$ cat src/hw/rtl/hrhp_pkg.sv
package hrhp_pkg;

    // Grammar positions
    localparam logic [4:0] ST_METHOD_START  = 5'd0;
    localparam logic [4:0] ST_METHOD        = 5'd1;
    localparam logic [4:0] ST_URI           = 5'd2;
    localparam logic [4:0] ST_VER_H         = 5'd3;
    localparam logic [4:0] ST_VER_T1        = 5'd4;
    localparam logic [4:0] ST_VER_T2        = 5'd5;
    localparam logic [4:0] ST_VER_P         = 5'd6;
    localparam logic [4:0] ST_VER_SLASH     = 5'd7;
    localparam logic [4:0] ST_MAJOR_START   = 5'd8;
    localparam logic [4:0] ST_MAJOR         = 5'd9;
    localparam logic [4:0] ST_MINOR_START   = 5'd10;
    localparam logic [4:0] ST_MINOR         = 5'd11;
    localparam logic [4:0] ST_NL_1          = 5'd12;
    localparam logic [4:0] ST_LINE_START    = 5'd13;
    localparam logic [4:0] ST_LWS           = 5'd14;
    localparam logic [4:0] ST_HNAME         = 5'd15;
    localparam logic [4:0] ST_SP_BEFORE_VAL = 5'd16;
    localparam logic [4:0] ST_HVALUE        = 5'd17;
    localparam logic [4:0] ST_NL_2          = 5'd18;
    localparam logic [4:0] ST_NL_3          = 5'd19;

    // Verdict codes
    localparam logic [1:0] V_MORE = 2'd0;
    localparam logic [1:0] V_DONE = 2'd1;
    localparam logic [1:0] V_BAD  = 2'd2;

    // Byte kinds
    localparam logic [2:0] K_DELIM  = 3'd0;
    localparam logic [2:0] K_METHOD = 3'd1;
    localparam logic [2:0] K_URI    = 3'd2;
    localparam logic [2:0] K_HNAME  = 3'd3;
    localparam logic [2:0] K_HVALUE = 3'd4;

    // Characters
    localparam logic [7:0] CH_CR    = 8'h0D;
    localparam logic [7:0] CH_LF    = 8'h0A;
    localparam logic [7:0] CH_SP    = 8'h20;
    localparam logic [7:0] CH_HT    = 8'h09;
    localparam logic [7:0] CH_COLON = 8'h3A;
    localparam logic [7:0] CH_SLASH = 8'h2F;
    localparam logic [7:0] CH_DOT   = 8'h2E;
    localparam logic [7:0] CH_H     = 8'h48;
    localparam logic [7:0] CH_T     = 8'h54;
    localparam logic [7:0] CH_P     = 8'h50;
    localparam logic [7:0] CH_DEL   = 8'h7F;
    localparam logic [7:0] CH_LAST_CTL = 8'h1F;
    localparam logic [7:0] CH_ZERO  = 8'h30;
    localparam logic [7:0] CH_NINE  = 8'h39;

    localparam logic [7:0] ACC_MAX = 8'hFF;

    function automatic logic is_ctl(input logic [7:0] c);
        return (c <= CH_LAST_CTL) || (c == CH_DEL);
    endfunction

    function automatic logic digit_char(input logic [7:0] c);
        return (c >= CH_ZERO) && (c <= CH_NINE);
    endfunction

    function automatic logic sep_char(input logic [7:0] c);
        logic r;
        unique case (c)
            8'h28, 8'h29, 8'h3C, 8'h3E, 8'h40, 8'h2C, 8'h3B, 8'h3A, 8'h5C,
            8'h22, 8'h2F, 8'h5B, 8'h5D, 8'h3F, 8'h3D, 8'h7B, 8'h7D, 8'h20,
            8'h09: r = 1'b1;
            default: r = 1'b0;
        endcase
        return r;
    endfunction

    // Plain 7-bit character that is neither control nor separator
    function automatic logic is_token(input logic [7:0] c);
        return !c[7] && !is_ctl(c) && !sep_char(c);
    endfunction

    // Append one decimal digit, saturating at the top of the byte
    function automatic logic [7:0] acc_digit(input logic [7:0] acc, input logic [7:0] c);
        logic [11:0] v;
        v = ({4'd0, acc} << 3) + ({4'd0, acc} << 1) + {8'd0, c[3:0]};
        return (v > {4'd0, ACC_MAX}) ? ACC_MAX : v[7:0];
    endfunction

endpackage

$ cat src/hw/rtl/http_request_header_parser.sv
// Byte-serial HTTP/1.x request parser. One request byte enters per item on
// s_tdata and one result item leaves per byte on m_tdata/m_tuser, tagging
// the byte (method, URI, header name, header value or delimiter), flagging
// the first byte of each header name, showing the version numbers parsed
// so far and giving a verdict: need more, complete or malformed. After a
// complete or malformed verdict the parser restarts at the method. The
// block sustains one item per cycle while m_tready does not hold back the
// output, through an input register, the single-step grammar transition
// and a result register; the grammar state register closes the only loop
// and updates once per item. Request strings are never stored; the consumer keeps any it needs.
module http_request_header_parser
    import hrhp_pkg::*;
(
    input  logic        aclk,
    input  logic        aresetn,
    input  logic        s_tvalid,
    output logic        s_tready,
    input  logic [7:0]  s_tdata,   // [7:0] rx_byte
    output logic        m_tvalid,
    input  logic        m_tready,
    output logic [31:0] m_tdata,   // [1:0] verdict, [9:2] byte_out,
                                   // [17:10] version_major,
                                   // [25:18] version_minor, [31:26] zero
    output logic [3:0]  m_tuser    // [2:0] byte_kind, [3] header_begin
);

    logic       in_valid_reg;
    logic [7:0] in_byte_reg;
    logic       out_valid_reg;
    logic [1:0] verdict_reg;
    logic [2:0] kind_reg;
    logic [7:0] byte_reg;
    logic       hbeg_reg;

    logic [4:0] state_reg, state_next;
    logic       header_seen_reg, header_seen_next;
    logic [7:0] major_reg, major_next;
    logic [7:0] minor_reg, minor_next;

    logic [1:0] verdict_next;
    logic [2:0] kind_next;
    logic       hbeg_next;
    logic       advance;
    logic       s_accept;
    logic [7:0] c;

    // Move the held item to the result register when it is free or draining
    assign advance  = in_valid_reg && (!out_valid_reg || m_tready);
    assign s_tready = !in_valid_reg || advance;
    assign s_accept = s_tvalid && s_tready;
    assign c        = in_byte_reg;

    // One grammar step
    always_comb begin
        logic [4:0] s;
        s                = state_reg;
        verdict_next     = V_MORE;
        kind_next        = K_DELIM;
        hbeg_next        = 1'b0;
        header_seen_next = header_seen_reg;
        major_next       = major_reg;
        minor_next       = minor_reg;
        unique case (state_reg)
            ST_METHOD_START: begin
                if (is_token(c)) begin
                    s = ST_METHOD; kind_next = K_METHOD;
                end else verdict_next = V_BAD;
            end
            ST_METHOD: begin
                if (c == CH_SP) s = ST_URI;
                else if (is_token(c)) kind_next = K_METHOD;
                else verdict_next = V_BAD;
            end
            ST_URI: begin
                if (c == CH_SP) s = ST_VER_H;
                else if (is_ctl(c)) verdict_next = V_BAD;
                else kind_next = K_URI;
            end
            ST_VER_H: begin
                if (c == CH_H) s = ST_VER_T1; else verdict_next = V_BAD;
            end
            ST_VER_T1: begin
                if (c == CH_T) s = ST_VER_T2; else verdict_next = V_BAD;
            end
            ST_VER_T2: begin
                if (c == CH_T) s = ST_VER_P; else verdict_next = V_BAD;
            end
            ST_VER_P: begin
                if (c == CH_P) s = ST_VER_SLASH; else verdict_next = V_BAD;
            end
            ST_VER_SLASH: begin
                if (c == CH_SLASH) begin
                    major_next = '0; minor_next = '0; s = ST_MAJOR_START;
                end else verdict_next = V_BAD;
            end
            ST_MAJOR_START: begin
                if (digit_char(c)) begin
                    major_next = acc_digit(major_reg, c); s = ST_MAJOR;
                end else verdict_next = V_BAD;
            end
            ST_MAJOR: begin
                if (c == CH_DOT) s = ST_MINOR_START;
                else if (digit_char(c)) major_next = acc_digit(major_reg, c);
                else verdict_next = V_BAD;
            end
            ST_MINOR_START: begin
                if (digit_char(c)) begin
                    minor_next = acc_digit(minor_reg, c); s = ST_MINOR;
                end else verdict_next = V_BAD;
            end
            ST_MINOR: begin
                if (c == CH_CR) s = ST_NL_1;
                else if (digit_char(c)) minor_next = acc_digit(minor_reg, c);
                else verdict_next = V_BAD;
            end
            ST_NL_1: begin
                if (c == CH_LF) s = ST_LINE_START; else verdict_next = V_BAD;
            end
            ST_LINE_START: begin
                priority if (c == CH_CR) s = ST_NL_3;
                else if (header_seen_reg && (c == CH_SP || c == CH_HT)) s = ST_LWS;
                else if (is_token(c)) begin
                    header_seen_next = 1'b1;
                    hbeg_next        = 1'b1;
                    kind_next        = K_HNAME;
                    s                = ST_HNAME;
                end else verdict_next = V_BAD;
            end
            ST_LWS: begin
                priority if (c == CH_CR) s = ST_NL_2;
                else if (c == CH_SP || c == CH_HT) s = ST_LWS;
                else if (is_ctl(c)) verdict_next = V_BAD;
                else begin
                    kind_next = K_HVALUE; s = ST_HVALUE;
                end
            end
            ST_HNAME: begin
                if (c == CH_COLON) s = ST_SP_BEFORE_VAL;
                else if (is_token(c)) kind_next = K_HNAME;
                else verdict_next = V_BAD;
            end
            ST_SP_BEFORE_VAL: begin
                if (c == CH_SP) s = ST_HVALUE; else verdict_next = V_BAD;
            end
            ST_HVALUE: begin
                if (c == CH_CR) s = ST_NL_2;
                else if (is_ctl(c)) verdict_next = V_BAD;
                else kind_next = K_HVALUE;
            end
            ST_NL_2: begin
                if (c == CH_LF) s = ST_LINE_START; else verdict_next = V_BAD;
            end
            ST_NL_3: begin
                verdict_next = (c == CH_LF) ? V_DONE : V_BAD;
            end
            default: begin
                verdict_next = V_BAD;
            end
        endcase
        // Restart after any verdict
        if (verdict_next != V_MORE) begin
            s                = ST_METHOD_START;
            header_seen_next = 1'b0;
        end
        state_next = s;
    end

    // Input register
    always_ff @(posedge aclk) begin
        if (!aresetn) begin
            in_valid_reg <= 1'b0;
        end else if (s_accept) begin
            in_valid_reg <= 1'b1;
        end else if (advance) begin
            in_valid_reg <= 1'b0;
        end
        if (s_accept) begin
            in_byte_reg <= s_tdata;
        end
    end

    // Grammar state, advanced once per item
    always_ff @(posedge aclk) begin
        if (!aresetn) begin
            state_reg       <= ST_METHOD_START;
            header_seen_reg <= 1'b0;
            major_reg       <= '0;
            minor_reg       <= '0;
        end else if (advance) begin
            state_reg       <= state_next;
            header_seen_reg <= header_seen_next;
            major_reg       <= major_next;
            minor_reg       <= minor_next;
        end
    end

    // Result register
    always_ff @(posedge aclk) begin
        if (!aresetn) begin
            out_valid_reg <= 1'b0;
        end else if (advance) begin
            out_valid_reg <= 1'b1;
        end else if (m_tready) begin
            out_valid_reg <= 1'b0;
        end
        if (advance) begin
            verdict_reg <= verdict_next;
            kind_reg    <= kind_next;
            byte_reg    <= in_byte_reg;
            hbeg_reg    <= hbeg_next;
        end
    end

    assign m_tvalid = out_valid_reg;
    assign m_tdata  = {6'd0, minor_reg, major_reg, byte_reg, verdict_reg};
    assign m_tuser  = {hbeg_reg, kind_reg};

`ifndef ASSERT_OFF
    // A verdict restarts the grammar
    a_restart: assert property (@(posedge aclk) disable iff (!aresetn)
        advance && (verdict_next != V_MORE)
        |=> (state_reg == ST_METHOD_START) && !header_seen_reg)
        else $error("parser did not restart after a verdict");

    // A header start is always a header name byte
    a_hbeg_kind: assert property (@(posedge aclk) disable iff (!aresetn)
        m_tvalid && m_tuser[3] |-> (m_tuser[2:0] == K_HNAME))
        else $error("header start on a non-name byte");

    // Completion only comes on the final delimiter
    a_done_delim: assert property (@(posedge aclk) disable iff (!aresetn)
        m_tvalid && (m_tdata[1:0] == V_DONE) |-> (m_tuser[2:0] == K_DELIM)
            && (m_tdata[9:2] == CH_LF))
        else $error("request completed on a wrong byte");

    // Grammar state holds while no item advances
    a_state_hold: assert property (@(posedge aclk) disable iff (!aresetn)
        !advance |=> $stable(state_reg))
        else $error("grammar state moved without an item");
`endif

endmodule
$ cat config.mk
export PLATFORM = sky130hd
export DESIGN_NAME = http_request_header_parser
export DESIGN_NICKNAME = d
export VERILOG_FILES = /design/src/hw/rtl/hrhp_pkg.sv /design/src/hw/rtl/http_request_header_parser.sv
export SDC_FILE = /design/constraint.sdc
export NUM_CORES = 1
export LEC_CHECK = 0
export ABC_AREA = 1
export BUFFER_PORTS_ARGS = -buffer_cell sky130_fd_sc_hd__buf_2
export CAP_MARGIN = 20
export CORE_AREA = 2 2 87 81
export CTS_CLUSTER_DIAMETER = 80
export CTS_CLUSTER_SIZE = 30
export DETAILED_ROUTE_END_ITERATION = 7
export DIE_AREA = 0 0 89 83
export PLACE_DENSITY_LB_ADDON = 0.05
export SKIP_LAST_GASP = 1
export SYNTH_ARGS = -nofsm -noshare
export SYNTH_HDL_FRONTEND = slang
export SYNTH_SLANG_ARGS = --single-unit
$ cat constraint.sdc
create_clock -name aclk -period 3 [get_ports aclk]
set_input_delay 0.15 -clock aclk [delete_from_list [all_inputs] [get_ports aclk]]
set_output_delay 0.15 -clock aclk [all_outputs]
set_load 0.005 [all_outputs]
==> results of run 1 <==
-- worst max path at each step --
stage	endpoint	cells past startpoint	startpoint	slack [ns]
2_1_floorplan	minor_reg[3]	11	c[3]	0.26
3_3_place_gp	minor_reg[6]	12	c[3]	0.22
3_5_place_dp	major_reg[2]	12	c[3]	0.05
4_1_cts	major_reg[2]	12	c[3]	0.04
5_1_grt	minor_reg[7]	12	c[3]	0.02
6_report	minor_reg[1]	12	c[3]	0.27
-- kinds of logic (layout without fill, tap and decap cells) --
group,Yosys count,count (layout),share of synthesized area (%)
buffers and inverters,66,115,7.72
and+or+nand+nor,308,308,37.9
other,1,6,0.102
xor gates and xnor gates,8,8,1.90
AOI/OAI and AO/OA,59,59,9.01
adders and majority gates,34,34,12.4
DFF,46,46,31.0
-- through the flow --
stage / utilization, % / worst slack [ns] / hold WS [ns] / power, mW / std cells
after global placement: 61.9 / 0.216 / 0.327 / 1.91 / 655
after detailed placement: 61.9 / 0.0502 / 0.329 / 1.91 / 655
final: 63.8 / 0.272 / 0.0120 / 2.32 / 666
after global routing: 63.8 / 0.0167 / 0.00218 / 2.51 / 666
after CTS: 63.3 / 0.0448 / 0.00813 / 2.30 / 663
after floorplan: - / 0.264 / 0.249 / 1.67 / 527
-- worst register-to-register path: cells and delay by family (launching register included) --
family	cells	cell delay (ns)
compound gates	5	0.65
fa+ha+maj	2	1.05
buf+inv	2	0.22
flops	1	0.46
simple gates	3	0.28
-- routing by layer --
metal,routed length [um],global-route usage [%],up-vias
li1,-,-,1821
met1,4230,37.0,1606
met2,4330,42.7,129
met3,536,2.68,19
met4,166,7.60,0
met5,0,0,-
-- where the power goes --
part	internal, mW	total (mW)	switching [mW]
logic	0.376	1.13	0.756
registers	0.722	0.791	0.0685
clock network	0.164	0.399	0.236
-- layout make-up --
| type | count | area [sq um] |
|---|---|---|
| inverter | 55 | 206 |
| fill | 595 | 2330 |
| tap | 90 | 113 |
| timing repair buffer | 52 | 285 |
| multi-input combinational | 415 | 2280 |
| clock inverter | 3 | 21.3 |
| clock buffer | 5 | 68.8 |
| sequential | 46 | 1140 |
-- layout by cell type (no fill, tap or decap), types with 4 or more instances in the layout --
master	n
nand2_1	148
nor2_1	63
nand3_1	46
inv_1	43
buf_2	43
a21oi_1	39
ha_1	30
dfxtp_1	24
edfxtp_1	22
inv_2	11
nor2_2	9
nand4_1	9
buf_4	8
nor3_1	7
o21ai_0	6
conb_1	6
nand2_2	5
nand3b_1	5
clkbuf_8	5
nor2_4	4
o21ai_1	4
xor2_1	4
xnor2_1	4
-- repair_timing --
action                     4_1_cts  5_1_grt
setup endpoints to repair        0       16
gates resized for setup          0        4
hold buffers                     0        1
hold endpoints to repair         0        1
setup buffers                    0        2
==> results.sh, run 1 <==
export IMPL_ys_types=41
export IMPL_hp_class="input port to flop"
export IMPL_cp_max_fo=8
export IMPL_firstDrtPassIters=6
export IMPL_totalWireLength_um=9270
export IMPL_post_dp_cell_area_sq_um=3990
export IMPL_synth_area_leaders="edfxtp_1 (18%), nand2_1 (15%), dfxtp_1 (13%), ha_1 (10%), nor2_1 (6.4%)"
export IMPL_r2r_start="c[3]"
export IMPL_r2r_end="minor_reg[1]"
export IMPL_final_area_sq_um=4110
export IMPL_worstSetupEndpointType="flop"
export IMPL_grt_util_all_layers_pct=26.4
export IMPL_grt_overflow=0
export IMPL_rrSetupSlack_ns=0.27
export IMPL_grt_pass1_wl_um=15600
export IMPL_synth_top_cells_by_count="nand2_1 (148), nor2_1 (63), nand3_1 (46)"
export IMPL_ant_nets=0
export IMPL_grt_pass1_vias=3330
export IMPL_yosysMostFrequentCell="nand2_1"
export IMPL_viasPerCell=5.37
export IMPL_drt_iter0_markers=179
export IMPL_fp_dieW_um=89
export IMPL_die_h_um=83
export IMPL_avgSynthCellArea_sq_um=7.05
export IMPL_yosysSeqAreaShare_pct=31.0
export IMPL_start_util_pct=57.1
export IMPL_worstSetupPathType="flop to flop"
export IMPL_cp_arrival_ns=2.95
export IMPL_crit_chain="fa_1 -> inv_1 -> fa_1 -> o21ai_1 -> a21oi_1 -> o21bai_1 -> or2_2 -> o21ai_1 -> buf_4 -> nand3b_1 -> nand2_1 -> a21oi_1"
export IMPL_clk_pin_slew_worst_paths_ns=0.09
export IMPL_antenna_found_initial=0
export IMPL_htree_levels=2
export IMPL_max_clock_freq_mhz=367
export IMPL_maxCapViolCount=0
export IMPL_crit_required_ns=3.23
export IMPL_p_leak_nw=2.09
export IMPL_period_minus_slack_ns=2.73
export IMPL_status="finished clean"
export IMPL_syn_instance_count=522
export IMPL_synth_edf_count=22
export IMPL_dieArea_sq_um=7390
export IMPL_syn_area_sq_um=3680
export IMPL_holdCritStartpoint="s_tdata[6]"
export IMPL_cts_root_buf="clkbuf_8"
export IMPL_hold_viol_final=0
export IMPL_drc=0
export IMPL_routedWlPerCell_um=13.9
export IMPL_slew_headroom_pct=58.3
export IMPL_synth_area_leader_cell="edfxtp_1"
export IMPL_hold_end="c[6]"
export IMPL_rsz0062_at_grt="false"
export IMPL_fin_crit_sh_pct=90.9
export IMPL_dp_hpwl_um=7360
export IMPL_reg2reg_depth=12
export IMPL_setup_tns_ns=0
export IMPL_yosys_warnings=0
export IMPL_hold_depth=1
export IMPL_drive_gt1_share_pct=17.2
export IMPL_area_growth_pct=11.8
export IMPL_tritoncts="yes"
export IMPL_ir_worst_vdd_uv=260
export IMPL_io_buffers=43
export IMPL_rows=28
export IMPL_synth_async_sr_flop_share_pct=0
export IMPL_critical_path_top_delay_family="adder cells"
export IMPL_nNetsFinal=621
export IMPL_setup_viol=0
export IMPL_coreArea_sq_um=6450
export IMPL_cp_start_kind="flop"
export IMPL_gp_congestion=0.973
export IMPL_power_density_nw_per_um2=564
export IMPL_clk_latency_ns=0.30
export IMPL_dr_total_vias=3575
export IMPL_path_buf_inv=2
export IMPL_ys_ff_latch=46
export IMPL_cts_made_buffers=5
export IMPL_fin_skew_ns=0.00351
export IMPL_ios=50
export IMPL_crit_slowest_cell="fa_1"
export IMPL_grt_max_degree=20
export IMPL_clockBufferDepth=2
export IMPL_ys_dominant_reg_cell="dfxtp_1"
export IMPL_slowest_delay_ns=0.59
export IMPL_antenna_cells=0
export IMPL_worstMarginPinSlew_ns=0.626
export IMPL_numClockSinks=46
export IMPL_yosysTopAreaCellShare_pct=18.0
export IMPL_slew_viol_final=0
Power figures use the tool's default switching activity.
==> inputs of run 2 (changes only) <==
--- a/config.mk
+++ b/config.mk
@@ -6,14 +6,15 @@
 export NUM_CORES = 1
 export LEC_CHECK = 0
 export ABC_AREA = 1
-export BUFFER_PORTS_ARGS = -buffer_cell sky130_fd_sc_hd__buf_2
-export CAP_MARGIN = 20
+export CAP_MARGIN = 0
 export CORE_AREA = 2 2 87 81
 export CTS_CLUSTER_DIAMETER = 80
 export CTS_CLUSTER_SIZE = 30
 export DETAILED_ROUTE_END_ITERATION = 7
 export DIE_AREA = 0 0 89 83
+export DONT_BUFFER_PORTS = 1
 export PLACE_DENSITY_LB_ADDON = 0.05
+export RECOVER_POWER = 100
 export SKIP_LAST_GASP = 1
 export SYNTH_ARGS = -nofsm -noshare
 export SYNTH_HDL_FRONTEND = slang
==> run 2 against run 1 <==
Cell count is 5.1% lower. Combinational power barely moved. Via count down 3.2%. Sequential cell count stayed put. Register-to-register slack hardly changed. Critical path type unchanged.
==> results.sh, run 2 (synthesis results as in run 1) <==
export IMPL_slew_headroom_pct=31.9
export IMPL_firstDrtPassIters=5
export IMPL_cts_root_buf="clkbuf_8"
export IMPL_nNetsFinal=587
export IMPL_antenna_cells=0
export IMPL_p_leak_nw=1.93
export IMPL_start_util_pct=57.1
export IMPL_routedWlPerCell_um=14.5
export IMPL_ant_nets=0
export IMPL_crit_slowest_cell="edfxtp_1"
export IMPL_fillers=622
export IMPL_drive_gt1_share_pct=8.86
export IMPL_numClockSinks=46
export IMPL_mostFrequentLayoutCells="nand2_1 (149), nor2_1 (63), nand3_1 (47)"
export IMPL_cp_arrival_ns=2.96
export IMPL_dp_hpwl_um=7130
export IMPL_seqCellArea_sq_um=1140
export IMPL_utilization_pct=61.9
export IMPL_worstMarginPinSlew_ns=1.02
export IMPL_met2_usage_pct=42.7
export IMPL_fin_ws_ns=0.260
export IMPL_drc=0
export IMPL_clk_latency_ns=0.31
export IMPL_critical_path_top_delay_family="simple AND/OR/NAND/NOR gates"
export IMPL_dieArea_sq_um=7390
export IMPL_maxCapViolCount=0
export IMPL_crit_top_cell="nand2_1"
export IMPL_crit_chain="clkbuf_4 -> clkbuf_1 -> nand2_2 -> nor2_2 -> nand2_1 -> nand2_1 -> nand2_1 -> inv_2 -> nand2_1 -> nor2_1 -> nand2_1 -> nor2_2 -> nand3_2 -> nand2_1 -> nand2_1 -> nor2_1 -> nor2_1"
export IMPL_tritoncts="yes"
export IMPL_hp_class="input port to flop"
export IMPL_drt_iter0_markers=157
export IMPL_max_clock_freq_mhz=365
export IMPL_fp_dieW_um=89
export IMPL_clk_pin_slew_worst_paths_ns=0.10
export IMPL_setup_viol=0
export IMPL_totalWireLength_um=9170
export IMPL_dr_total_vias=3459
export IMPL_dp_slack_ns=0.157
export IMPL_met3_usage_pct=2.98
export IMPL_path_buf_inv=3
export IMPL_io_buffers=0
export IMPL_gp_congestion=0.954
export IMPL_multi_input_area_sq_um=2270
export IMPL_worstSetupStartpoint="c[3]"
export IMPL_status="finished clean"
export IMPL_area_growth_pct=8.40
export IMPL_slowest_delay_ns=0.44
export IMPL_cp_start_kind="flop"
export IMPL_p_total_mw=2.41
export IMPL_die_h_um=83
export IMPL_met1_usage_pct=37.4
export IMPL_power_density_nw_per_um2=605
export IMPL_fin_skew_ns=0.00842
export IMPL_worstSetupEndpointType="flop"
export IMPL_ir_worst_vdd_uv=340
export IMPL_grt_util_all_layers_pct=26.6
export IMPL_cp_max_fo=9
export IMPL_post_dp_cell_area_sq_um=3780
export IMPL_slew_viol_final=0
export IMPL_setup_tns_ns=0
export IMPL_grt_pass1_vias=3281
export IMPL_crit_required_ns=3.22
export IMPL_final_common_cell="nand2_1"
export IMPL_grt_max_degree=20
export IMPL_coreArea_sq_um=6450
export IMPL_rsz0062_at_grt="false"
export IMPL_htree_levels=2
export IMPL_viasPerCell=5.47
export IMPL_ios=50
export IMPL_grt_pass1_wl_um=15600
export IMPL_period_minus_slack_ns=2.74
export IMPL_fin_crit_sh_pct=91.3
export IMPL_r2r_start="c[3]"
export IMPL_final_area_sq_um=3990
export IMPL_clockBufferDepth=2
export IMPL_antenna_found_initial=0
export IMPL_holdCritStartpoint="m_tready"
export IMPL_grt_overflow=0
export IMPL_hold_viol_final=0
export IMPL_cts_made_buffers=5
export IMPL_worstSetupPathType="flop to flop"
export IMPL_rows=28
export IMPL_gr_max_usage_layer="met2"
run 2: changes by cell type in the layout (fill, tap and decap cells not counted), sizes merged:
cell and delta:
clkinvlp -1, buf -49, clkinv -1, clkbuf +6, inv +1, bufinv +1, dlygate4sd3 +9
run 2: stage by stage:
step	std cells	hold slack (ns)
4_1_cts	631	0.0375
6_report	632	0.0524
3_5_place_dp	613	0.249
2_1_floorplan	527	0.249
3_3_place_gp	613	0.249
5_1_grt	632	0.0520
run 2: worst min-delay path, cell delays in order:
cell and delay [ns]:
inv_1 0.03, nand2_1 0.07, a21oi_1 0.07
run 2: path summary, 6_finish.rpt:
kind	to	cells past startpoint	slack, ns
worst max-delay path	state_reg[1]	17	0.26
worst min-delay path	m_tvalid	3	0.05
worst max register to register	state_reg[1]	17	0.26
worst min register to register	minor_reg[7]	2	0.53
run 2: per-layer routing:
layer	share of wire, %	up-vias	wire (um)
li1	-	1747	-
met1	47	1597	4350
met2	46	103	4220
met4	1.7	0	152
met3	4.9	12	446
met5	0	-	0
run 2: timing repair:
action                                  CTS  global route
hold buffers                             10             0
endpoints found under the setup margin    0            16
buffers inserted                          0             1
gates resized for setup                   0             3
endpoints found under the hold margin    14             0
run 2: area by class of cell:
class                           instances  area share [%]
Multi-Input combinational cell        415            56.9
Inverter                               55            5.18
Sequential cell                        46            28.6
Clock inverter                          3            1.22
Clock buffer                            5            1.73
Timing Repair Buffer                   18            3.55
Tap cell                               90            2.82
run 2: report_power, final:
part | internal [mW] | switching, mW
Sequential | 0.723 | 0.0742
Clock | 0.254 | 0.241
Combinational | 0.363 | 0.759
Total | 1.34 | 1.07
